===== src/hdl/text_console_cursor_engine_top_defines.svh =====
// Assertion macros shared by the console cursor engine RTL.
// Included by every module that carries concurrent assertions.
`ifndef TEXT_CONSOLE_CURSOR_ENGINE_TOP_DEFINES_SVH
`define TEXT_CONSOLE_CURSOR_ENGINE_TOP_DEFINES_SVH

// Same-cycle implication, disabled while reset is asserted.
`define TCCE_ASSERT_IMPLY(label, clk, rst_n, ante, cons) \
    label: assert property (@(posedge clk) disable iff (!rst_n) (ante) |-> (cons)) \
        else $error("console cursor engine: same-cycle check failed");

// Next-cycle implication, disabled while reset is asserted.
`define TCCE_ASSERT_NEXT(label, clk, rst_n, ante, cons) \
    label: assert property (@(posedge clk) disable iff (!rst_n) (ante) |=> (cons)) \
        else $error("console cursor engine: next-cycle check failed");

`endif


===== src/hdl/tcce_pkg.sv =====
// Package for the console cursor engine: command and draw codes, result types.
// Used by every module of the block; depends on nothing.
`timescale 1ns / 1ps
`default_nettype none

package tcce_pkg;

    // Command codes on the func field.
    typedef enum logic [1:0] {
        FUNC_PUT   = 2'd0,
        FUNC_CLEAR = 2'd1,
        FUNC_SET   = 2'd2,
        FUNC_RSVD  = 2'd3
    } func_t;

    // Draw operation codes sent downstream.
    typedef enum logic [2:0] {
        OP_FILL   = 3'd0,
        OP_GLYPH  = 3'd1,
        OP_SCROLL = 3'd2,
        OP_CLEAR  = 3'd3,
        OP_NONE   = 3'd4
    } draw_op_t;

    // Control characters interpreted by a put request.
    localparam logic [7:0] CHAR_BS = 8'd8;
    localparam logic [7:0] CHAR_LF = 8'd10;
    localparam logic [7:0] CHAR_CR = 8'd13;

    // Register map (word index into the APB space).
    localparam logic [1:0] REG_COLS = 2'd0;
    localparam logic [1:0] REG_ROWS = 2'd1;
    localparam logic [1:0] REG_BG   = 2'd2;

    localparam int         ADDR_W       = 4;
    localparam int         DATA_W       = 32;
    localparam logic [7:0] COLS_RESET   = 8'd80;
    localparam logic [7:0] ROWS_RESET   = 8'd25;
    localparam logic [7:0] COLS_MIN     = 8'd2;
    localparam logic [7:0] ROWS_MIN     = 8'd1;

    // A request produces at most this many draw results.
    localparam int RUN_MAX   = 3;
    localparam int RUN_CNT_W = $clog2(RUN_MAX + 1);

    // Configuration seen by the cursor logic.
    typedef struct packed {
        logic [7:0]  cols;
        logic [7:0]  rows;
        logic [23:0] bg_rgb;
    } cfg_t;

    // One draw result.
    typedef struct packed {
        draw_op_t    op;
        logic [7:0]  row;
        logic [7:0]  col;
        logic [7:0]  code;
        logic [23:0] rgb;
        logic        last;
    } res_t;

    // All results of one request, slot 0 delivered first.
    typedef struct packed {
        res_t [RUN_MAX-1:0]   slot;
        logic [RUN_CNT_W-1:0] count;
    } run_t;

    // Build a result with the last flag cleared.
    function automatic res_t mk_res(draw_op_t op, logic [7:0] row, logic [7:0] col,
                                    logic [7:0] code, logic [23:0] rgb);
        res_t r;
        r.op   = op;
        r.row  = row;
        r.col  = col;
        r.code = code;
        r.rgb  = rgb;
        r.last = 1'b0;
        return r;
    endfunction

endpackage

`default_nettype wire


===== src/hdl/tcce_cfg_regs.sv =====
// APB register file of the console cursor engine: columns, rows, background.
// Depends on tcce_pkg.
`timescale 1ns / 1ps
`default_nettype none

module tcce_cfg_regs
    import tcce_pkg::*;
(
    input  wire logic              clk,
    input  wire logic              rst_n,
    input  wire logic              psel,
    input  wire logic              penable,
    input  wire logic              pwrite,
    input  wire logic [ADDR_W-1:0] paddr,
    input  wire logic [DATA_W-1:0] pwdata,
    output logic      [DATA_W-1:0] prdata,
    output logic                   pready,
    output cfg_t                   cfg
);

    logic [7:0]  cols_reg;
    logic [7:0]  rows_reg;
    logic [23:0] bg_reg;
    logic        wr_en;
    logic [1:0]  reg_idx;

    assign pready  = 1'b1;
    assign reg_idx = paddr[ADDR_W-1:2];
    assign wr_en   = psel && penable && pwrite && pready;

    // Register writes on the access phase.
    always_ff @(posedge clk or negedge rst_n)
    begin
        if (!rst_n)
        begin
            cols_reg <= COLS_RESET;
            rows_reg <= ROWS_RESET;
            bg_reg   <= '0;
        end
        else if (wr_en)
        begin
            unique case (reg_idx)
                REG_COLS: cols_reg <= pwdata[7:0];
                REG_ROWS: rows_reg <= pwdata[7:0];
                REG_BG:   bg_reg   <= pwdata[23:0];
                default:  ;
            endcase
        end
    end

    // Read-back mux.
    always_comb
    begin
        prdata = '0;
        unique case (reg_idx)
            REG_COLS: prdata = {24'd0, cols_reg};
            REG_ROWS: prdata = {24'd0, rows_reg};
            REG_BG:   prdata = {8'd0, bg_reg};
            default:  prdata = '0;
        endcase
    end

    assign cfg.cols   = cols_reg;
    assign cfg.rows   = rows_reg;
    assign cfg.bg_rgb = bg_reg;

endmodule

`default_nettype wire


===== src/hdl/tcce_cursor_core.sv =====
// Input register, cursor state and the single-pass logic that turns one
// request into its run of draw results. Depends on tcce_pkg.
`timescale 1ns / 1ps
`default_nettype none

module tcce_cursor_core
    import tcce_pkg::*;
(
    input  wire logic        clk,
    input  wire logic        rst_n,
    input  wire cfg_t        cfg,
    input  wire logic        cmd_valid,
    output logic             cmd_ready,
    input  wire logic [1:0]  func,
    input  wire logic [7:0]  char_code,
    input  wire logic [23:0] glyph_rgb,
    input  wire logic [7:0]  target_row,
    input  wire logic [7:0]  target_col,
    output logic             run_valid,
    input  wire logic        run_ready,
    output run_t             run
);

    typedef struct packed {
        func_t       func;
        logic [7:0]  code;
        logic [23:0] fg;
        logic [7:0]  trow;
        logic [7:0]  tcol;
    } req_t;

    req_t        req_reg;
    logic        req_valid_reg;
    logic        req_valid_next;
    logic [7:0]  row_reg;
    logic [7:0]  row_next;
    logic [7:0]  col_reg;
    logic [7:0]  col_next;
    logic        take_req;
    logic        advance;

    logic [7:0]  cols_eff;
    logic [7:0]  rows_eff;
    logic [8:0]  nl_row9;
    logic        nl_scroll;
    logic [7:0]  nl_row;
    logic [8:0]  col_inc9;
    logic        wrap;
    res_t        scroll_res;
    res_t        none_res;
    run_t        run_calc;

    assign take_req  = cmd_valid && cmd_ready;
    assign advance   = req_valid_reg && run_ready;
    assign cmd_ready = !req_valid_reg || run_ready;
    assign run_valid = req_valid_reg;

    // Request holding register.
    always_ff @(posedge clk)
    begin
        if (take_req)
        begin
            req_reg.func <= func_t'(func);
            req_reg.code <= char_code;
            req_reg.fg   <= glyph_rgb;
            req_reg.trow <= target_row;
            req_reg.tcol <= target_col;
        end
    end

    always_comb
    begin
        req_valid_next = req_valid_reg;
        if (take_req)
        begin
            req_valid_next = 1'b1;
        end
        else if (advance)
        begin
            req_valid_next = 1'b0;
        end
    end

    // Control state: request valid and cursor position.
    always_ff @(posedge clk or negedge rst_n)
    begin
        if (!rst_n)
        begin
            req_valid_reg <= 1'b0;
            row_reg       <= '0;
            col_reg       <= '0;
        end
        else
        begin
            req_valid_reg <= req_valid_next;
            if (advance)
            begin
                row_reg <= row_next;
                col_reg <= col_next;
            end
        end
    end

    // Geometry with degenerate register values raised to the minimum.
    assign cols_eff = (cfg.cols < COLS_MIN) ? COLS_MIN : cfg.cols;
    assign rows_eff = (cfg.rows < ROWS_MIN) ? ROWS_MIN : cfg.rows;

    // Line feed from the current row; scrolls when it runs past the last row.
    assign nl_row9   = {1'b0, row_reg} + 9'd1;
    assign nl_scroll = nl_row9 >= {1'b0, rows_eff};
    assign nl_row    = nl_scroll ? (rows_eff - 8'd1) : nl_row9[7:0];

    // Column advance after a glyph; wraps one column before the end.
    assign col_inc9 = {1'b0, col_reg} + 9'd1;
    assign wrap     = ({1'b0, col_inc9} + 10'd1) >= {2'b0, cols_eff};

    assign scroll_res = mk_res(OP_SCROLL, rows_eff - 8'd1, 8'd0, 8'd0, cfg.bg_rgb);
    assign none_res   = mk_res(OP_NONE, 8'd0, 8'd0, 8'd0, 24'd0);

    // Decode the request into its results and the next cursor.
    always_comb
    begin
        run_calc.slot  = {RUN_MAX{none_res}};
        run_calc.count = RUN_CNT_W'(1);
        row_next       = row_reg;
        col_next       = col_reg;

        unique case (req_reg.func)
            FUNC_PUT:
            begin
                case (req_reg.code)
                    CHAR_LF:
                    begin
                        row_next = nl_row;
                        col_next = '0;
                        if (nl_scroll)
                        begin
                            run_calc.slot[0] = scroll_res;
                        end
                    end
                    CHAR_CR:
                    begin
                        col_next = '0;
                    end
                    CHAR_BS:
                    begin
                        if (col_reg != 8'd0)
                        begin
                            col_next = col_reg - 8'd1;
                        end
                        else if (row_reg != 8'd0)
                        begin
                            col_next = cols_eff - 8'd2;
                            row_next = row_reg - 8'd1;
                        end
                        run_calc.slot[0] = mk_res(OP_FILL, row_next, col_next, 8'd0,
                                                  cfg.bg_rgb);
                    end
                    default:
                    begin
                        run_calc.slot[0] = mk_res(OP_FILL, row_reg, col_reg, 8'd0,
                                                  cfg.bg_rgb);
                        run_calc.slot[1] = mk_res(OP_GLYPH, row_reg, col_reg,
                                                  req_reg.code, req_reg.fg);
                        run_calc.count   = RUN_CNT_W'(2);
                        col_next         = col_inc9[7:0];
                        if (wrap)
                        begin
                            row_next = nl_row;
                            col_next = '0;
                            if (nl_scroll)
                            begin
                                run_calc.slot[2] = scroll_res;
                                run_calc.count   = RUN_CNT_W'(3);
                            end
                        end
                    end
                endcase
            end
            FUNC_CLEAR:
            begin
                run_calc.slot[0] = mk_res(OP_CLEAR, 8'd0, 8'd0, 8'd0, cfg.bg_rgb);
                row_next         = '0;
                col_next         = '0;
            end
            FUNC_SET:
            begin
                row_next = (req_reg.trow > cfg.rows) ? cfg.rows : req_reg.trow;
                col_next = (req_reg.tcol > cfg.cols) ? cfg.cols : req_reg.tcol;
            end
            default: ;
        endcase

        // Flag the final result of the run.
        for (int i = 0; i < RUN_MAX; i++)
        begin
            run_calc.slot[i].last = (RUN_CNT_W'(i) == (run_calc.count - RUN_CNT_W'(1)));
        end
    end

    assign run = run_calc;

endmodule

`default_nettype wire


===== src/hdl/tcce_run_emitter.sv =====
// Result buffer that holds one run of draw results and hands them out one
// per cycle over the draw channel while draw_ready is high. Depends on tcce_pkg and the defines header.
`timescale 1ns / 1ps
`default_nettype none
`include "text_console_cursor_engine_top_defines.svh"

module tcce_run_emitter
    import tcce_pkg::*;
(
    input  wire logic        clk,
    input  wire logic        rst_n,
    input  wire logic        run_valid,
    output logic             run_ready,
    input  wire run_t        run,
    output logic             draw_valid,
    input  wire logic        draw_ready,
    output res_t             draw_res
);

    res_t                 slot_reg [RUN_MAX];
    logic [RUN_CNT_W-1:0] count_reg;
    logic [RUN_CNT_W-1:0] count_next;
    logic                 take;
    logic                 load;

    assign draw_valid = count_reg != '0;
    assign take       = draw_valid && draw_ready;
    // A new run fits once the buffer is empty or its last result leaves now.
    assign run_ready  = (count_reg == '0) || (count_reg == RUN_CNT_W'(1) && draw_ready);
    assign load       = run_valid && run_ready;

    always_comb
    begin
        count_next = count_reg;
        if (load)
        begin
            count_next = run.count;
        end
        else if (take)
        begin
            count_next = count_reg - RUN_CNT_W'(1);
        end
    end

    always_ff @(posedge clk or negedge rst_n)
    begin
        if (!rst_n)
        begin
            count_reg <= '0;
        end
        else
        begin
            count_reg <= count_next;
        end
    end

    // Slot 0 is the output register; the rest shift down as results leave.
    always_ff @(posedge clk)
    begin
        if (load)
        begin
            for (int i = 0; i < RUN_MAX; i++)
            begin
                slot_reg[i] <= run.slot[i];
            end
        end
        else if (take)
        begin
            for (int i = 0; i < RUN_MAX - 1; i++)
            begin
                slot_reg[i] <= slot_reg[i+1];
            end
        end
    end

    assign draw_res = slot_reg[0];

    // The presented result is flagged last exactly when it is the only one left.
    `TCCE_ASSERT_IMPLY(a_last_at_tail, clk, rst_n, draw_valid, slot_reg[0].last == (count_reg == RUN_CNT_W'(1)))
    // A result taken from a longer run leaves the next one on the channel.
    `TCCE_ASSERT_NEXT(a_run_continues, clk, rst_n, take && (count_reg > RUN_CNT_W'(1)), draw_valid)
    // A loaded run keeps all of its results.
    `TCCE_ASSERT_NEXT(a_load_count, clk, rst_n, load, count_reg == $past(run.count))

endmodule

`default_nettype wire


===== src/hdl/text_console_cursor_engine_top.sv =====
// Text console cursor engine: turns console requests into cell draw results.
// An accepted request is registered, decoded combinationally against the cursor
// and the configuration, and its one to three results are loaded into a
// result buffer that presents them one per cycle on the draw channel while
// draw_ready is high. The cursor moves as the request is decoded, so requests
// follow back to back. The draw channel sets the pace: a request has one
// result for newline, return, backspace, clear, set cursor and unused codes,
// two for a printed character and three when that character wraps into a
// scroll. The first result is presented once the request has passed the
// request register and has been loaded into the result buffer.
// Depends on tcce_pkg, tcce_cfg_regs, tcce_cursor_core and tcce_run_emitter.
`timescale 1ns / 1ps
`default_nettype none

module text_console_cursor_engine_top
    import tcce_pkg::*;
(
    input  wire logic              clk,
    input  wire logic              rst_n,
    // Configuration port
    input  wire logic              psel,
    input  wire logic              penable,
    input  wire logic              pwrite,
    input  wire logic [ADDR_W-1:0] paddr,
    input  wire logic [DATA_W-1:0] pwdata,
    output logic      [DATA_W-1:0] prdata,
    output logic                   pready,
    // Request channel
    input  wire logic              cmd_valid,
    output logic                   cmd_ready,
    input  wire logic [1:0]        func,
    input  wire logic [7:0]        char_code,
    input  wire logic [23:0]       glyph_rgb,
    input  wire logic [7:0]        target_row,
    input  wire logic [7:0]        target_col,
    // Draw channel
    output logic                   draw_valid,
    input  wire logic              draw_ready,
    output logic [2:0]             draw_op,
    output logic [7:0]             cell_row,
    output logic [7:0]             cell_col,
    output logic [7:0]             glyph_code,
    output logic [23:0]            paint_rgb,
    output logic                   last_of_run
);

    cfg_t cfg;
    run_t run;
    logic run_valid;
    logic run_ready;
    res_t draw_res;

    // Configuration registers.
    tcce_cfg_regs u_cfg_regs (
        .clk     (clk),
        .rst_n   (rst_n),
        .psel    (psel),
        .penable (penable),
        .pwrite  (pwrite),
        .paddr   (paddr),
        .pwdata  (pwdata),
        .prdata  (prdata),
        .pready  (pready),
        .cfg     (cfg)
    );

    // Request register, cursor and decode.
    tcce_cursor_core u_cursor_core (
        .clk        (clk),
        .rst_n      (rst_n),
        .cfg        (cfg),
        .cmd_valid  (cmd_valid),
        .cmd_ready  (cmd_ready),
        .func       (func),
        .char_code  (char_code),
        .glyph_rgb  (glyph_rgb),
        .target_row (target_row),
        .target_col (target_col),
        .run_valid  (run_valid),
        .run_ready  (run_ready),
        .run        (run)
    );

    // Result buffer and draw channel.
    tcce_run_emitter u_run_emitter (
        .clk        (clk),
        .rst_n      (rst_n),
        .run_valid  (run_valid),
        .run_ready  (run_ready),
        .run        (run),
        .draw_valid (draw_valid),
        .draw_ready (draw_ready),
        .draw_res   (draw_res)
    );

    assign draw_op     = draw_res.op;
    assign cell_row    = draw_res.row;
    assign cell_col    = draw_res.col;
    assign glyph_code  = draw_res.code;
    assign paint_rgb   = draw_res.rgb;
    assign last_of_run = draw_res.last;

endmodule

`default_nettype wire


===== config.mk =====
export PLATFORM = sky130hd
export DESIGN_NAME = text_console_cursor_engine_top
export DESIGN_NICKNAME = d
export VERILOG_FILES = /design/src/hdl/tcce_pkg.sv /design/src/hdl/tcce_cfg_regs.sv /design/src/hdl/tcce_cursor_core.sv /design/src/hdl/tcce_run_emitter.sv /design/src/hdl/text_console_cursor_engine_top.sv
export VERILOG_INCLUDE_DIRS = /design/src /design/src/hdl
export SDC_FILE = /design/constraint.sdc
export NUM_CORES = 1
export LEC_CHECK = 0
export BUFFER_PORTS_ARGS = -buffer_cell sky130_fd_sc_hd__clkbuf_2
export CAP_MARGIN = 25
export CORE_MARGIN = 2
export CORE_UTILIZATION = 58
export DETAILED_ROUTE_END_ITERATION = 10
export PLACE_DENSITY = 0.92
export SLEW_MARGIN = 20
export SYNTH_ARGS = -nofsm -noshare
export SYNTH_HDL_FRONTEND = slang
export SYNTH_SLANG_ARGS = --single-unit

===== constraint.sdc =====
create_clock -name clk -period 4.6 [get_ports clk]
set_clock_uncertainty 0.15 [all_clocks]
set_input_delay 0.92 -clock clk [delete_from_list [all_inputs] [get_ports clk]]
set_output_delay 0.92 -clock clk [all_outputs]
set_load 0.005 [all_outputs]

* After elaboration in Yosys (flattened, before gate mapping)
Memories as Yosys holds them, arrays and structs flattened.
Cells that the tools add are included.
** Operators by class
- Add/sub/neg operators :: 9
- Multipliers :: 0
- Divide/modulo/power cells :: 0
- Magnitude comparators :: 6
- Equal/unequal tests :: 12
- Shift-type cells :: 0
- Mux-type cells :: 37
- Bitwise gates (word level) :: 2
- Reduce and logical (&&, ||, !) cells :: 26
** Operator list (number)
- $mux 104 :: 2
- $mux 52 :: 4
- $pmux 52 s3 :: 1
- $pmux 52 s2 :: 1
- $mux 8 :: 11
- $pmux 24 s3 :: 1
- $pmux 8 s3 :: 3
- $eq 8x4->1 const B :: 3
- $sub 8x1->8 const B :: 3
- $add 8x1->9 const B :: 2
- $gt 8x8->1 :: 2
- $pmux 8 s2 :: 1
- $reduce_bool 8->1 :: 2
- $add 9x1->10 const B :: 1
- $ge 10x8->1 :: 1
- $mux 2 :: 5
- $ge 9x8->1 :: 1
- $logic_not 2->1 :: 4
- $lt 8x1->1 const B :: 1
- $lt 8x2->1 const B :: 1
- $mux 1 :: 8
- $reduce_and 2->1 :: 4
- $sub 8x2->8 const B :: 1
- $eq 2x1->1 const B :: 3
- other kinds (15) :: 26
** Word-level totals
- Register bits :: 109
- Latch bits :: 0
- RAM bits :: 156
- Bits in read-only memories :: 0
- Input bits :: 93
- Memories kept :: 1
** Memory list
- u_run_emitter.slot_reg :: depth 3, width 52, read ports 3, clocked after Yosys merged registers in 0, write ports 3, RTL line tcce_run_emitter.sv:20 : res_t slot_reg [RUN_MAX];

* Depth between registers and ports, before layout
- Word-level depth :: 10
- Mapped depth :: 16
- Gate-level depth less buffers :: 14

* Hierarchy
From an unflattened synthesis, not the netlist that was laid out.
** Unflattened totals
- Cell total of the unflattened synthesis :: 1183
- Area, all modules :: 14612.8 µm²
** By module, submodules not included
- tcce_run_emitter :: instances 1, cells an instance 341, area each 6696.4 µm², sequential area each 4734.5 µm²
- tcce_cursor_core :: instances 1, cells an instance 699, area each 5997.0 µm², sequential area each 1926.8 µm²
- tcce_cfg_regs :: instances 1, cells an instance 143, area each 1919.3 µm², sequential area each 1007.2 µm²

* Worst setup path before layout
OpenSTA, ideal clock, no wires.
- Kind :: in2reg
- Start point :: in draw_ready
- End point :: reg u_run_emitter.count_reg[0]
- Setup time :: 0.141 ns
- Arrival time :: 3.790 ns
- Required time :: 4.309 ns
- Setup slack :: 0.519 ns
- Stages :: 3
- Buffers on the path :: 0
- Path through :: nand2_1 -> nand2_1 -> o221a_2
** Between the ends
- Longest elaborated chain between the ends :: 4
** Ends and longest elaborated chain
- start, declared :: RTL line text_console_cursor_engine_top.sv:38 : input wire logic draw_ready,
- $logic_and 1x1->1 :: RTL line tcce_run_emitter.sv:29 : assign run_ready = (count_reg == '0) || (count_reg == RUN_CNT_W'(1) && draw_ready);
- $logic_or 1x1->1 :: RTL line tcce_run_emitter.sv:29
- $logic_and 1x1->1 :: RTL line tcce_run_emitter.sv:30 : assign load = run_valid && run_ready;
- $mux 2 / $reduce_bool 2->1 (equally long branches)
- end signal, assigned :: RTL line tcce_run_emitter.sv:53 : count_reg <= count_next;
- end, declared :: RTL line tcce_run_emitter.sv:21 : logic [RUN_CNT_W-1:0] count_reg;
Parallel ways exist; a longest one is shown, timed or not.
A chain may end at the register's enable or synchronous reset.

==> impl_results.md <==
- # DRC: 0
- Sw frac: 35.5%
- Pins over their slew limit: 0
- DR WL/cell: ~20 um
- # rows: 54
- Final cell count without fillers: between 1000 and 1500
- Clock network fraction of total power: 22.3%
- Worst reg2reg setup slack: about 0.55 ns
- Cell count after synthesis: 1065
- Root buffer cell: clkbuf_16
- HP Class: input pin to async pin
- Critical Path AT: between 4 and 5 ns
- Die Wd: 152 um
- Tcrit/Tclk final: between 80 and 90%
- Sw Pwr: between 3 and 4 mW
- Design Area, Final: about 0.014 sq mm
- Initial Util: between 50% and 60%
- Die area: approximately 0.023 sq mm
- I/O pin cnt: 180
- First-pass GRT wire length: between 40000 and 50000 um
- Post-Place Cell Area: 0.0133 sq mm
- Critical path fanouts, max: 27
- Fmax: 247 MHz
- DR vias: 8751
- Buffers added on ports: 160
- Final setup vio count: 0
- CP delay by family, top: simple AND/OR/NAND/NOR gates
- Reg clk slew, reported paths: 0.06 ns
- Critical Path, Cell by Cell: inv_1 -> ha_1 -> nor3b_1 -> nand3_1 -> xor2_1 -> ha_1 -> a211oi_1 -> o21ai_0 -> nand2_1 -> a31oi_4 -> nand3_4 -> clkinv_2 -> and2_1
- Total power: roughly 9.4 mW
- Gr usage total: between 20% and 30%
- CTS Hold Buffers Added: 0
- Critical-path top delay cell: dfrtp_1
- Place WS: about 0.64 ns
- Top-count cell post-synth: edfxtp_1
- Nets@finish: 1300
- Cells after DPL: ~1400
- Mapped Area: ~0.013 sq mm
- Top_reg_cell synth: edfxtp_1
- Unrepaired setup endpoints after global routing: false
- Avg Cell Area, Syn: 11.9 sq um
- Clk sinks: about 250
- Number of global-route vias before repair: approximately 8300
- Share of async-settable or async-resettable flops after synthesis: 23.8%
- Number of synthesized flops with an enable pin: roughly 190
- VDD IR max: 0.320 mV
- CP bufs+invs: 2
- R2r endpoint: u_run_emitter.slot_reg[1][9]
- Seq/Total Area, Yosys: between 50% and 60%
- P&R area growth vs syn: 11.5%
- Seq pwr share: 43.4%
- Worst flop-to-flop path startpoint: u_cursor_core.col_reg[1]
- Yosys synthesis warning count: 0
- Fillers: between 1500 and 2000
- Multi-input gate area: 0.00466 sq mm
- Initial antenna violation count: 0
- Tmin final: approximately 4.0 ns
- Comb power frac: approximately a third
- Starting DRT DRC Count: 717
- Final Hold Fails: 0
- Status: finished, final reports clean
- Crit path top cell by count: ha_1
- Dominant cell type by area after synthesis: edfxtp_1
- Hpwl dp: approximately 21000 um
- Final TNS setup: 0 ns
- Routability cong.: roughly 0.95
- Post-cts resize count: 0
- Largest net degree at the start of global routing: 87
- Routed vias/inst: 6.01
- Clock buffer depth: 3
- Crit start category: flip-flop
- Register Area: around 0.0072 sq mm
- Final Util: about two thirds
- #FFs+latches synth: between 200 and 250
- Synth top area share: 44.8%
- Share of layout cells above drive strength 1: between 20% and 30%
- Leak: 5.81 nW
- CORE AREA: about 0.022 sq mm
- WHS: about 0.32 ns
- Latest clock arrival within the worst-skew pair: 0.54 ns
- Global route overflow: 0
- ANT cells: 0
- Number of H-tree levels: 1
- Worst Setup Path Type: flip-flop to flip-flop
- Die H: ~150 um
- Ranking of synthesized cells by area: edfxtp_1 45%, dfrtp_1 11%, ha_1 4.8%
- Synth cell types: 71
- Post-route setup slack: approximately 0.55 ns
- Worst slew pin tran: between 0.9 and 1 ns
- Post-CTS setup buffers: 0
- Max-cap viol count: 0
- Max_slew headroom: between 30% and 40%
- CP endpoint kind: flip-flop
- Pwr dens: about 660 mW/mm^2
- Most frequent cells after synthesis: 189 x edfxtp_1, 72 x nand2_1, 66 x and2_1
- Max reg flops: approximately 140
- Internal power: 6.04 mW
- CTS tree: done
- Worst EP required: 4.73 ns
- Cells on worst reg2reg path: 13
- DRT antenna net count: 0
- Drt first pass iters: 5
- Number of CTS-inserted buffers: 26
- Drt total wl: between 20000 and 30000 um
- Worst path max stage delay: roughly 0.45 ns
layout by cell type, fill, tap and decap left out, drive strengths merged, types with 39 or more instances in the layout:
cell type | synthesis | layout
clkbuf | 39 | 196
a21oi | 39 | 39
edfxtp | 189 | 189
and2 | 67 | 67
nor2 | 49 | 49
o21ai | 55 | 55
a22o | 53 | 53
ha | 49 | 49
nand2 | 72 | 72
inv | 50 | 50
dfrtp | 54 | 54
kinds of logic (layout without fill, tap and decap cells):
logic type	count (synthesis)	count (layout)	synth area share (%)
AND/OR/NAND/NOR	282	282	11.7
flip-flops	248	248	56.5
AO/OA/AOI/OAI	220	220	12.3
buffers and inverters	170	274	7.17
multiplexers	62	62	5.27
adder cells (fa/ha/maj)	49	49	4.84
XOR/XNOR	32	32	2.21
other	2	9	0.0593
layer usage:
metal	track usage, %	routed length (um)
met5	0	0
met4	7.36	778
met1	37.1	12200
met3	3.50	2460
met2	40.9	14300
worst max path at each step:
stage	startpoint	to	slack [ns]	depth (start not counted)
floorplan	draw_ready	u_run_emitter.count_reg[0]	0.52	3
global placement	u_cursor_core.row_reg[4]	u_run_emitter.slot_reg[0][3]	0.68	13
detailed placement	u_cursor_core.row_reg[4]	u_run_emitter.slot_reg[0][10]	0.64	13
CTS	u_cursor_core.col_reg[1]	u_run_emitter.slot_reg[1][9]	0.57	13
global route	u_cursor_core.col_reg[1]	u_run_emitter.slot_reg[1][11]	0.29	13
finish	u_cursor_core.col_reg[1]	u_run_emitter.slot_reg[1][9]	0.55	13
power by group through the flow:
stage | clock, mW | sequential [mW] | combinational [mW]
after floorplan | 0 | 3.82 | 2.62
after global placement | 0 | 4.04 | 3.07
after detailed placement | 0 | 4.09 | 3.18
after CTS | 2.11 | 4.05 | 3.21
after global routing | 2.20 | 4.14 | 3.55
final | 2.08 | 4.06 | 3.22
area by class of cell:
type	instances	share of cell area, %
inverter	51	1.36
timing repair buffer	177	6.57
clock buffer	36	5.01
clock inverter	10	0.948
multi-input combinational	654	33.0
tap	280	2.48
sequential	248	50.7
Note: power is estimated with default switching activity, not from simulation.
